### src/design/bwfsa_pkg.sv
package bwfsa_pkg;

	// function codes of a command
	localparam logic FN_ALLOC = 1'b0;
	localparam logic FN_FREE  = 1'b1;

	// status codes of a result
	localparam logic [1:0] ST_OK       = 2'd0;
	localparam logic [1:0] ST_NO_FIT   = 2'd1;
	localparam logic [1:0] ST_NOT_FOUND = 2'd2;
	localparam logic [1:0] ST_FULL     = 2'd3;

	// configuration register indexes
	localparam int CFG_IDX_W = 2;
	localparam logic [CFG_IDX_W-1:0] CFG_FIT_MODE = 2'd0;
	localparam logic [CFG_IDX_W-1:0] CFG_MEM_SIZE = 2'd1;

	// fit mode values
	localparam logic FIT_BEST  = 1'b0;
	localparam logic FIT_WORST = 1'b1;

	// reset length of the initial hole
	localparam logic [15:0] MEM_SIZE_RST = 16'hFFFF;

	// operations broadcast to every cell of the table
	typedef enum logic [2:0] {
		ED_NONE,
		ED_INIT,
		ED_SET_OWNER,
		ED_SET_LEN,
		ED_INSERT,
		ED_REMOVE
	} ed_op_t;

	typedef struct packed {
		logic        func;
		logic [7:0]  proc_id;
		logic [15:0] req_size;
	} cmd_t;

	typedef struct packed {
		logic [1:0]  status;
		logic [15:0] leftover;
		logic [15:0] merged_size;
	} rsp_t;

endpackage

### src/design/bwfsa_cell.sv
module bwfsa_cell #(
	parameter int IDX = 0,
	parameter int IW = 4,
	parameter int CW = 5,
	parameter int SW = 16,
	parameter type entry_t = logic,
	parameter type probe_t = logic,
	parameter type edit_t = logic
) (
	input  logic   clk,
	input  logic   arst_n,
	input  edit_t  edit,
	input  entry_t left,
	input  entry_t right,
	output entry_t ent,
	input  probe_t probe_in,
	output probe_t probe_out
);
	import bwfsa_pkg::*;

	localparam logic [IW-1:0] MY = IW'(IDX);

	entry_t ent_q;
	entry_t ent_d;
	probe_t probe_q;
	probe_t probe_d;
	logic in_range;
	logic hole;
	logic fits;
	logic better;
	logic match;
	logic [SW-1:0] rest;

	// table edits: every cell decides from its own index against the position
	always_comb begin
		ent_d = ent_q;
		unique case (edit.op)
			ED_NONE: ;
			ED_INIT: begin
				ent_d.owner = '0;
				ent_d.len = (IDX == 0) ? edit.len : '0;
			end
			ED_SET_OWNER: if (MY == edit.pos) ent_d.owner = edit.owner;
			ED_SET_LEN: if (MY == edit.pos) ent_d.len = edit.len;
			ED_INSERT: begin
				if (MY > edit.pos) begin
					ent_d = left;
				end else if (MY == edit.pos) begin
					ent_d.owner = edit.owner;
					ent_d.len = edit.len;
				end
			end
			ED_REMOVE: if (MY >= edit.pos) ent_d = right;
			default: ;
		endcase
	end

	// probe evaluation as it passes this cell
	always_comb begin
		probe_d = probe_in;
		in_range = CW'(MY) < probe_in.cnt;
		hole = in_range && (ent_q.owner == '0);
		rest = ent_q.len - probe_in.req;
		fits = hole && (ent_q.len >= probe_in.req);
		better = (probe_in.worst == FIT_WORST) ? (rest > probe_in.best) : (rest < probe_in.best);
		match = 1'b0;
		if (probe_in.func == FN_ALLOC) begin
			if (fits && (!probe_in.found || better)) begin
				probe_d.found = 1'b1;
				probe_d.best = rest;
				probe_d.pos = MY;
			end
		end else begin
			match = in_range && (probe_in.id != '0) && (ent_q.owner == probe_in.id) &&
				!probe_in.found;
			if (match) begin
				probe_d.found = 1'b1;
				probe_d.pos = MY;
				probe_d.prev_hole = probe_in.last_hole;
				probe_d.prev_len = probe_in.last_len;
				probe_d.cur_len = ent_q.len;
			end
			if (probe_in.hit_here) begin
				probe_d.next_hole = hole;
				probe_d.next_len = ent_q.len;
			end
		end
		probe_d.hit_here = match;
		probe_d.last_hole = hole;
		probe_d.last_len = ent_q.len;
	end

	always_ff @(posedge clk or negedge arst_n) begin
		if (!arst_n) begin
			ent_q.owner <= '0;
			ent_q.len <= (IDX == 0) ? SW'(MEM_SIZE_RST) : '0;
			probe_q <= '0;
		end else begin
			ent_q <= ent_d;
			probe_q <= probe_d;
		end
	end

	assign ent = ent_q;
	assign probe_out = probe_q;

endmodule

### src/design/best_worst_fit_segment_allocator_unit.sv
// channel   | handshake               | payload
// ----------+-------------------------+--------------------------------------
// command   | start in, busy out      | cmd: func, proc_id, req_size
// result    | done out (one cycle)    | result: status, leftover, merged_size
// config    | cfg_valid in, cfg_ready | cfg_index, cfg_data
//
// one command at a time: after the accepting edge, the probe travels down the cell
// row and is captured at its end, the decide state plans zero to three edits, the
// edit state applies them one after another and the result state raises done; a new
// command is taken only once the unit is back in idle after done
// reset leaves one hole of 65535 (masked to SIZE_WIDTH) and best fit selected
// config is taken only while idle with start low; a write of memory_size
// reinitializes the table in the cycle of the transaction
// the receiver cannot stall: done marks each result for exactly one cycle
module best_worst_fit_segment_allocator_unit #(
	parameter int MAX_SEGMENTS = 16,
	parameter int SIZE_WIDTH = 16
) (
	input  logic                                 clk,
	input  logic                                 arst_n,
	input  logic                                 start,
	output logic                                 busy,
	input  bwfsa_pkg::cmd_t                      cmd,
	output logic                                 done,
	output bwfsa_pkg::rsp_t                      result,
	input  logic                                 cfg_valid,
	output logic                                 cfg_ready,
	input  logic [bwfsa_pkg::CFG_IDX_W-1:0]      cfg_index,
	input  logic [15:0]                          cfg_data
);
	import bwfsa_pkg::*;

	localparam int IW = (MAX_SEGMENTS > 2) ? $clog2(MAX_SEGMENTS) : 1;
	localparam int CW = $clog2(MAX_SEGMENTS + 1);
	localparam int SW = SIZE_WIDTH;

	// one table entry held by a cell
	typedef struct packed {
		logic [7:0]    owner;
		logic [SW-1:0] len;
	} entry_t;

	// broadcast edit command
	typedef struct packed {
		ed_op_t        op;
		logic [IW-1:0] pos;
		logic [7:0]    owner;
		logic [SW-1:0] len;
	} edit_t;

	// search packet handed from cell to cell
	typedef struct packed {
		logic          valid;
		logic          func;
		logic [7:0]    id;
		logic [SW-1:0] req;
		logic          worst;
		logic [CW-1:0] cnt;
		logic          found;
		logic [SW-1:0] best;
		logic [IW-1:0] pos;
		logic          hit_here;
		logic          prev_hole;
		logic [SW-1:0] prev_len;
		logic [SW-1:0] cur_len;
		logic          next_hole;
		logic [SW-1:0] next_len;
		logic          last_hole;
		logic [SW-1:0] last_len;
	} probe_t;

	typedef enum logic [2:0] {
		S_IDLE,
		S_SCAN,
		S_DECIDE,
		S_EDIT,
		S_RESP
	} state_t;

	state_t state_q;
	logic fit_q;
	logic [CW-1:0] cnt_q;
	probe_t inj_q;
	probe_t fin_q;
	edit_t ed_q [3];
	logic [1:0] nops_q;
	logic [1:0] step_q;
	rsp_t res_q;

	edit_t edit_w;
	entry_t ent_pad [MAX_SEGMENTS + 2];
	probe_t prb_w [MAX_SEGMENTS + 1];
	probe_t launch_w;

	// plan worked out from the finished probe
	edit_t plan_ed [3];
	logic [1:0] plan_n;
	rsp_t plan_res;
	logic [SW-1:0] m3;
	logic [SW-1:0] m2p;
	logic [SW-1:0] m2n;

	logic cfg_wr;

	assign cfg_ready = (state_q == S_IDLE) && !start;
	assign cfg_wr = cfg_valid && cfg_ready;
	assign busy = (state_q != S_IDLE);
	assign done = (state_q == S_RESP);
	assign result = res_q;

	// edge entries of the row read as free entries (owner zero) of length zero
	assign ent_pad[0] = '0;
	assign ent_pad[MAX_SEGMENTS + 1] = '0;
	assign prb_w[0] = inj_q;

	for (genvar g = 0; g < MAX_SEGMENTS; g++) begin : g_cell
		bwfsa_cell #(
			.IDX(g),
			.IW(IW),
			.CW(CW),
			.SW(SW),
			.entry_t(entry_t),
			.probe_t(probe_t),
			.edit_t(edit_t)
		) u_cell (
			.clk(clk),
			.arst_n(arst_n),
			.edit(edit_w),
			.left(ent_pad[g]),
			.right(ent_pad[g + 2]),
			.ent(ent_pad[g + 1]),
			.probe_in(prb_w[g]),
			.probe_out(prb_w[g + 1])
		);
	end

	// probe launched into the first cell when a command is accepted
	always_comb begin
		launch_w = '0;
		launch_w.valid = 1'b1;
		launch_w.func = cmd.func;
		launch_w.id = cmd.proc_id;
		launch_w.req = SW'(cmd.req_size);
		launch_w.worst = fit_q;
		launch_w.cnt = cnt_q;
	end

	// edit broadcast: config reinit when idle, planned edits while editing
	always_comb begin
		edit_w = '0;
		if (cfg_wr && (cfg_index == CFG_MEM_SIZE)) begin
			edit_w.op = ED_INIT;
			edit_w.len = SW'(cfg_data);
		end else if (state_q == S_EDIT) begin
			edit_w = ed_q[step_q];
		end
	end

	// decide the outcome of the transaction and the edits it needs
	always_comb begin
		plan_ed[0] = '0;
		plan_ed[1] = '0;
		plan_ed[2] = '0;
		plan_n = 2'd0;
		plan_res = '0;
		m3 = fin_q.prev_len + fin_q.cur_len + fin_q.next_len;
		m2p = fin_q.prev_len + fin_q.cur_len;
		m2n = fin_q.cur_len + fin_q.next_len;
		if (fin_q.func == FN_ALLOC) begin
			if (!fin_q.found) begin
				plan_res.status = ST_NO_FIT;
			end else if (fin_q.best == '0) begin
				// exact fit: relabel the hole, works even with a full table
				plan_ed[0].op = ED_SET_OWNER;
				plan_ed[0].pos = fin_q.pos;
				plan_ed[0].owner = fin_q.id;
				plan_n = 2'd1;
			end else if (cnt_q >= CW'(MAX_SEGMENTS)) begin
				plan_res.status = ST_FULL;
			end else begin
				plan_ed[0].op = ED_INSERT;
				plan_ed[0].pos = fin_q.pos;
				plan_ed[0].owner = fin_q.id;
				plan_ed[0].len = fin_q.req;
				plan_ed[1].op = ED_SET_LEN;
				plan_ed[1].pos = fin_q.pos + IW'(1);
				plan_ed[1].len = fin_q.best;
				plan_n = 2'd2;
				plan_res.leftover = 16'(fin_q.best);
			end
		end else begin
			if (!fin_q.found) begin
				plan_res.status = ST_NOT_FOUND;
			end else if (fin_q.prev_hole && fin_q.next_hole) begin
				// both neighbors are holes: fold all three into the left one
				plan_ed[0].op = ED_SET_LEN;
				plan_ed[0].pos = fin_q.pos - IW'(1);
				plan_ed[0].len = m3;
				plan_ed[1].op = ED_REMOVE;
				plan_ed[1].pos = fin_q.pos;
				plan_ed[2].op = ED_REMOVE;
				plan_ed[2].pos = fin_q.pos;
				plan_n = 2'd3;
				plan_res.merged_size = 16'(m3);
			end else if (fin_q.prev_hole) begin
				plan_ed[0].op = ED_SET_LEN;
				plan_ed[0].pos = fin_q.pos - IW'(1);
				plan_ed[0].len = m2p;
				plan_ed[1].op = ED_REMOVE;
				plan_ed[1].pos = fin_q.pos;
				plan_n = 2'd2;
				plan_res.merged_size = 16'(m2p);
			end else if (fin_q.next_hole) begin
				plan_ed[0].op = ED_SET_LEN;
				plan_ed[0].pos = fin_q.pos + IW'(1);
				plan_ed[0].len = m2n;
				plan_ed[1].op = ED_REMOVE;
				plan_ed[1].pos = fin_q.pos;
				plan_n = 2'd2;
				plan_res.merged_size = 16'(m2n);
			end else begin
				plan_ed[0].op = ED_SET_OWNER;
				plan_ed[0].pos = fin_q.pos;
				plan_ed[0].owner = '0;
				plan_n = 2'd1;
				plan_res.merged_size = 16'(fin_q.cur_len);
			end
		end
	end

	always_ff @(posedge clk or negedge arst_n) begin
		if (!arst_n) begin
			state_q <= S_IDLE;
			fit_q <= FIT_BEST;
			cnt_q <= CW'(1);
			inj_q <= '0;
			fin_q <= '0;
			ed_q[0] <= '0;
			ed_q[1] <= '0;
			ed_q[2] <= '0;
			nops_q <= 2'd0;
			step_q <= 2'd0;
			res_q <= '0;
		end else begin
			unique case (state_q)
				S_IDLE: begin
					if (cfg_wr && (cfg_index == CFG_FIT_MODE)) begin
						fit_q <= cfg_data[0];
					end
					if (cfg_wr && (cfg_index == CFG_MEM_SIZE)) begin
						cnt_q <= CW'(1);
					end
					if (start) begin
						// launch the probe into the first cell
						inj_q <= launch_w;
						state_q <= S_SCAN;
					end
				end
				S_SCAN: begin
					// the probe enters the row for one cycle only
					inj_q.valid <= 1'b0;
					if (prb_w[MAX_SEGMENTS].valid) begin
						fin_q <= prb_w[MAX_SEGMENTS];
						state_q <= S_DECIDE;
					end
				end
				S_DECIDE: begin
					ed_q[0] <= plan_ed[0];
					ed_q[1] <= plan_ed[1];
					ed_q[2] <= plan_ed[2];
					nops_q <= plan_n;
					step_q <= 2'd0;
					res_q <= plan_res;
					state_q <= (plan_n == 2'd0) ? S_RESP : S_EDIT;
				end
				S_EDIT: begin
					// keep the segment count in step with the row
					if (ed_q[step_q].op == ED_INSERT) begin
						cnt_q <= cnt_q + CW'(1);
					end else if (ed_q[step_q].op == ED_REMOVE) begin
						cnt_q <= cnt_q - CW'(1);
					end
					step_q <= step_q + 2'd1;
					if (step_q == 2'(nops_q - 2'd1)) begin
						state_q <= S_RESP;
					end
				end
				S_RESP: begin
					state_q <= S_IDLE;
				end
				default: state_q <= S_IDLE;
			endcase
		end
	end

	// a result always returns the unit to idle
	a_done_idle: assert property (@(posedge clk) disable iff (!arst_n)
		done |=> !busy)
		else $error("unit still busy after result");

	// an accepted transaction makes the unit busy
	a_start_busy: assert property (@(posedge clk) disable iff (!arst_n)
		(start && !busy) |=> (busy && !done))
		else $error("transaction not taken up");

	// the row never holds zero or more than its capacity
	a_cnt_range: assert property (@(posedge clk) disable iff (!arst_n)
		(cnt_q >= CW'(1)) && (cnt_q <= CW'(MAX_SEGMENTS)))
		else $error("segment count out of range");

	// table full is reported only when the row is at capacity
	a_full_cnt: assert property (@(posedge clk) disable iff (!arst_n)
		(done && (result.status == ST_FULL)) |-> (cnt_q == CW'(MAX_SEGMENTS)))
		else $error("table full reported below capacity");

endmodule
### config.mk
export PLATFORM = sky130hd
export DESIGN_NAME = best_worst_fit_segment_allocator_unit
export DESIGN_NICKNAME = d
export VERILOG_FILES = /design/src/design/bwfsa_pkg.sv /design/src/design/bwfsa_cell.sv /design/src/design/best_worst_fit_segment_allocator_unit.sv
export SDC_FILE = /design/constraint.sdc
export NUM_CORES = 2
export LEC_CHECK = 0
export BUFFER_PORTS_ARGS = -buffer_cell sky130_fd_sc_hd__clkbuf_2
export CORE_ASPECT_RATIO = 0.75
export CORE_MARGIN = 4
export CORE_UTILIZATION = 40
export DETAILED_ROUTE_END_ITERATION = 7
export PLACE_DENSITY = 0.63
export SLEW_MARGIN = 20
export SYNTH_ARGS = -nofsm -noshare
export SYNTH_HDL_FRONTEND = slang
export SYNTH_HIERARCHICAL = 1
export SYNTH_SLANG_ARGS = --single-unit
### constraint.sdc
create_clock -name clk -period 9.5 [get_ports clk]
set_input_delay 0.475 -clock clk [delete_from_list [all_inputs] [get_ports clk]]
set_output_delay 0.475 -clock clk [all_outputs]
set_load 0.02 [all_outputs]
==> impl_metrics.yaml <==
status:
  run_status: "finished, violations left"
  violations: "antenna rules"
timing:
  skew_ns: 0.05835
  tns_ns: 0
  min_period_ns: 5.346
  setup_viol: 0
  drv_slew: 0
  grt_setup_unrepaired: "no"
  timing.hold.ws_ns: 0.1598
  max_slew_margin_pct: 19.83
  worst_pin_slew_ns: 1.200
  fmax_mhz: 187.1
  hold_viol: 0
  fin_crit_sh_pct: 56.27
critical_path:
  worstPathRequired_ns: 10.26
  crit_chain: "or3_1 > nor2_1 > and4b_1 > a21o_4 > buf_4 > nand2_1 > mux2i_1 > o21ai_0"
  cp_slowest_stage_delay_ns: 0.98
  cp_slowest_cell: "nand2_1"
  cp_top_family: "simple AND/OR/NAND/NOR gates"
  crit_type: "reg2reg"
  worst_setup_path_end_kind: "flip-flop"
  worst-path-buf-inv: 1
  critical_path.max_fanout: 104
  arrival_ns: 6.11
  startpoint_type: "flip-flop"
drt:
  dr.first_iter.drc_count: 9721
  drtPass1Iterations: 7
  wl_um: 399900
  wl_per_cell_um: 26.36
  ant_nets: 1
  drt-vias-per-instance: 5.752
  num_vias: 87260
  drcViolationCount: 0
job:
  drv_cap: 0
final_layout:
  drive_gt1_share_pct: 16.57
  final_area_sq_um: 135600
  nets: 11500
  nFillCells: 28090
  areaGrowthSynthToFinish_pct: 9.828
  final_util_pct: 44.16
place:
  port_buffers: 83
  place_area_sq_um: 127000
  finalWeightedCongestion: 0.9256
  dp_hpwl_um: 290600
grt:
  busiest_layer: "met2"
  antenna_found_initial: 35
  use_met2_pct: 37.31
  grt_overflow: 0
  grt_pass1_wl_um: 589600
  use_met3_pct: 4.788
  first_global_vias: 87260
  grt_max_degree: 207
  use_met1_pct: 35.59
  grt.total_usage_pct: 24.61
die:
  rows: 176
  ios: 84
  die_width_um: 649.4
  start_util_pct: 40.21
  die-height_um: 489.1
  die_area_sq_um: 317600
  core_area_sq_um: 307000
pwr:
  power_density_nw_per_um2: 290.8
  power_w: 0.03942
  vdd_drop_max_uv: 171.5
  p_leak_nw: 62.27
synthesis:
  syn_area_per_cell_sq_um: 11.27
  yosysWarningCount: 6
  netlist_instances: 10960
  syn-cell-area_sq_um: 123400
cts:
  cts_tree: "built"
  h-tree-depth: 4
  clk_latency_ns: 0.91
  clkSinkCount: 2507
  clkTransAtPathRegs_ns: 0.07
  cts_buffer_depth: 4
  root_buffer: "clkbuf_16"
  cts_buffers: 235
worst_hold_path:
  min_path_type: "in2async"
-- cell usage in the layout, fill, tap and decap left out, drive strengths merged, types with 54 or more instances in the layout --
master,instances
dfrtp,2490
and3,74
a21oi,485
a22oi,292
ha,567
xor2,114
o21ai,910
nor4,90
xnor2,226
or3,58
conb,131
nor3,91
nand2b,65
nand4,113
buf,144
mux2i,402
inv,649
nand3,105
o21a,56
a21o,142
clkbuf,417
nor2b,83
nor2,350
nand2,1041
mux2,1084
a221oi,54
-- per-layer routing --
layer / routed length (um) / vias up
met5: 61 / -
li1: - / 38340
met4: 13140 / 12
met1: 180200 / 44530
met2: 175000 / 3671
met3: 31530 / 707
-- worst register-to-register path, cell delays in order (launching register included) --
cell,delay (ns)
dfrtp_1,0.54
or3_1,0.52
nor2_1,0.28
and4b_1,0.75
a21o_4,0.64
buf_4,0.93
nand2_1,1.03
mux2i_1,0.42
o21ai_0,0.11
-- metrics by stage --
stage	instances	setup WS (ns)
after detailed placement	14690	4.211
final	15170	4.154
after CTS	15140	4.210
after floorplan	11090	1.941
after global routing	15150	3.768
after global placement	14690	4.097
-- final timing paths --
path,endpoint,start,slack [ns],cells past startpoint
min in group clk,g_cell[13].u_cell/probe_out[120],g_cell[12].u_cell/probe_out[120],0.33,0
max reg2reg,g_cell[0].u_cell/ent[9],state_q[0],4.15,8
min,ed_q[39],arst_n,0.16,2
min reg2reg,g_cell[13].u_cell/probe_out[120],g_cell[12].u_cell/probe_out[120],0.33,0
max,g_cell[0].u_cell/ent[9],state_q[0],4.15,8
max in group asynchronous,g_cell[5].u_cell/probe_out[68],arst_n,6.79,5
-- sequential cells by signal (all words and copies together) (netlist names) --
register / count
state_q: 3
g_cell.u_cell/ent: 384
nops_q: 1
result: 18
cnt_q: 5
fit_q: 1
g_cell.u_cell/probe_out: 1908
inj_q: 32
fin_q: 96
ed_q: 57
step_q: 2
-- power breakdown --
group	switching [W]	internal (W)
Sequential	0.00276	0.0130
Clock	0.00423	0.00575
Combinational	0.00821	0.00542
Total	0.0152	0.0242
-- final cells by class --
type	count	area, sq um	area share [%]
clock buffers	335	6802	5.017
well taps	4094	5122	3.779
inverters	643	2414	1.780
clock inverters	87	1229	0.9064
multi-input cells	7226	55100	40.65
flip-flops and latches	2507	62760	46.29
repair buffers	255	2076	1.531
diodes	23	57.56	0.04246
-- what timing repair did --
item	in CTS	in global routing
hold buffers	29	0
buffers inserted	0	0
endpoints found under the hold margin	153	0
resized for setup	0	0
Power figures use the tool's default switching activity.
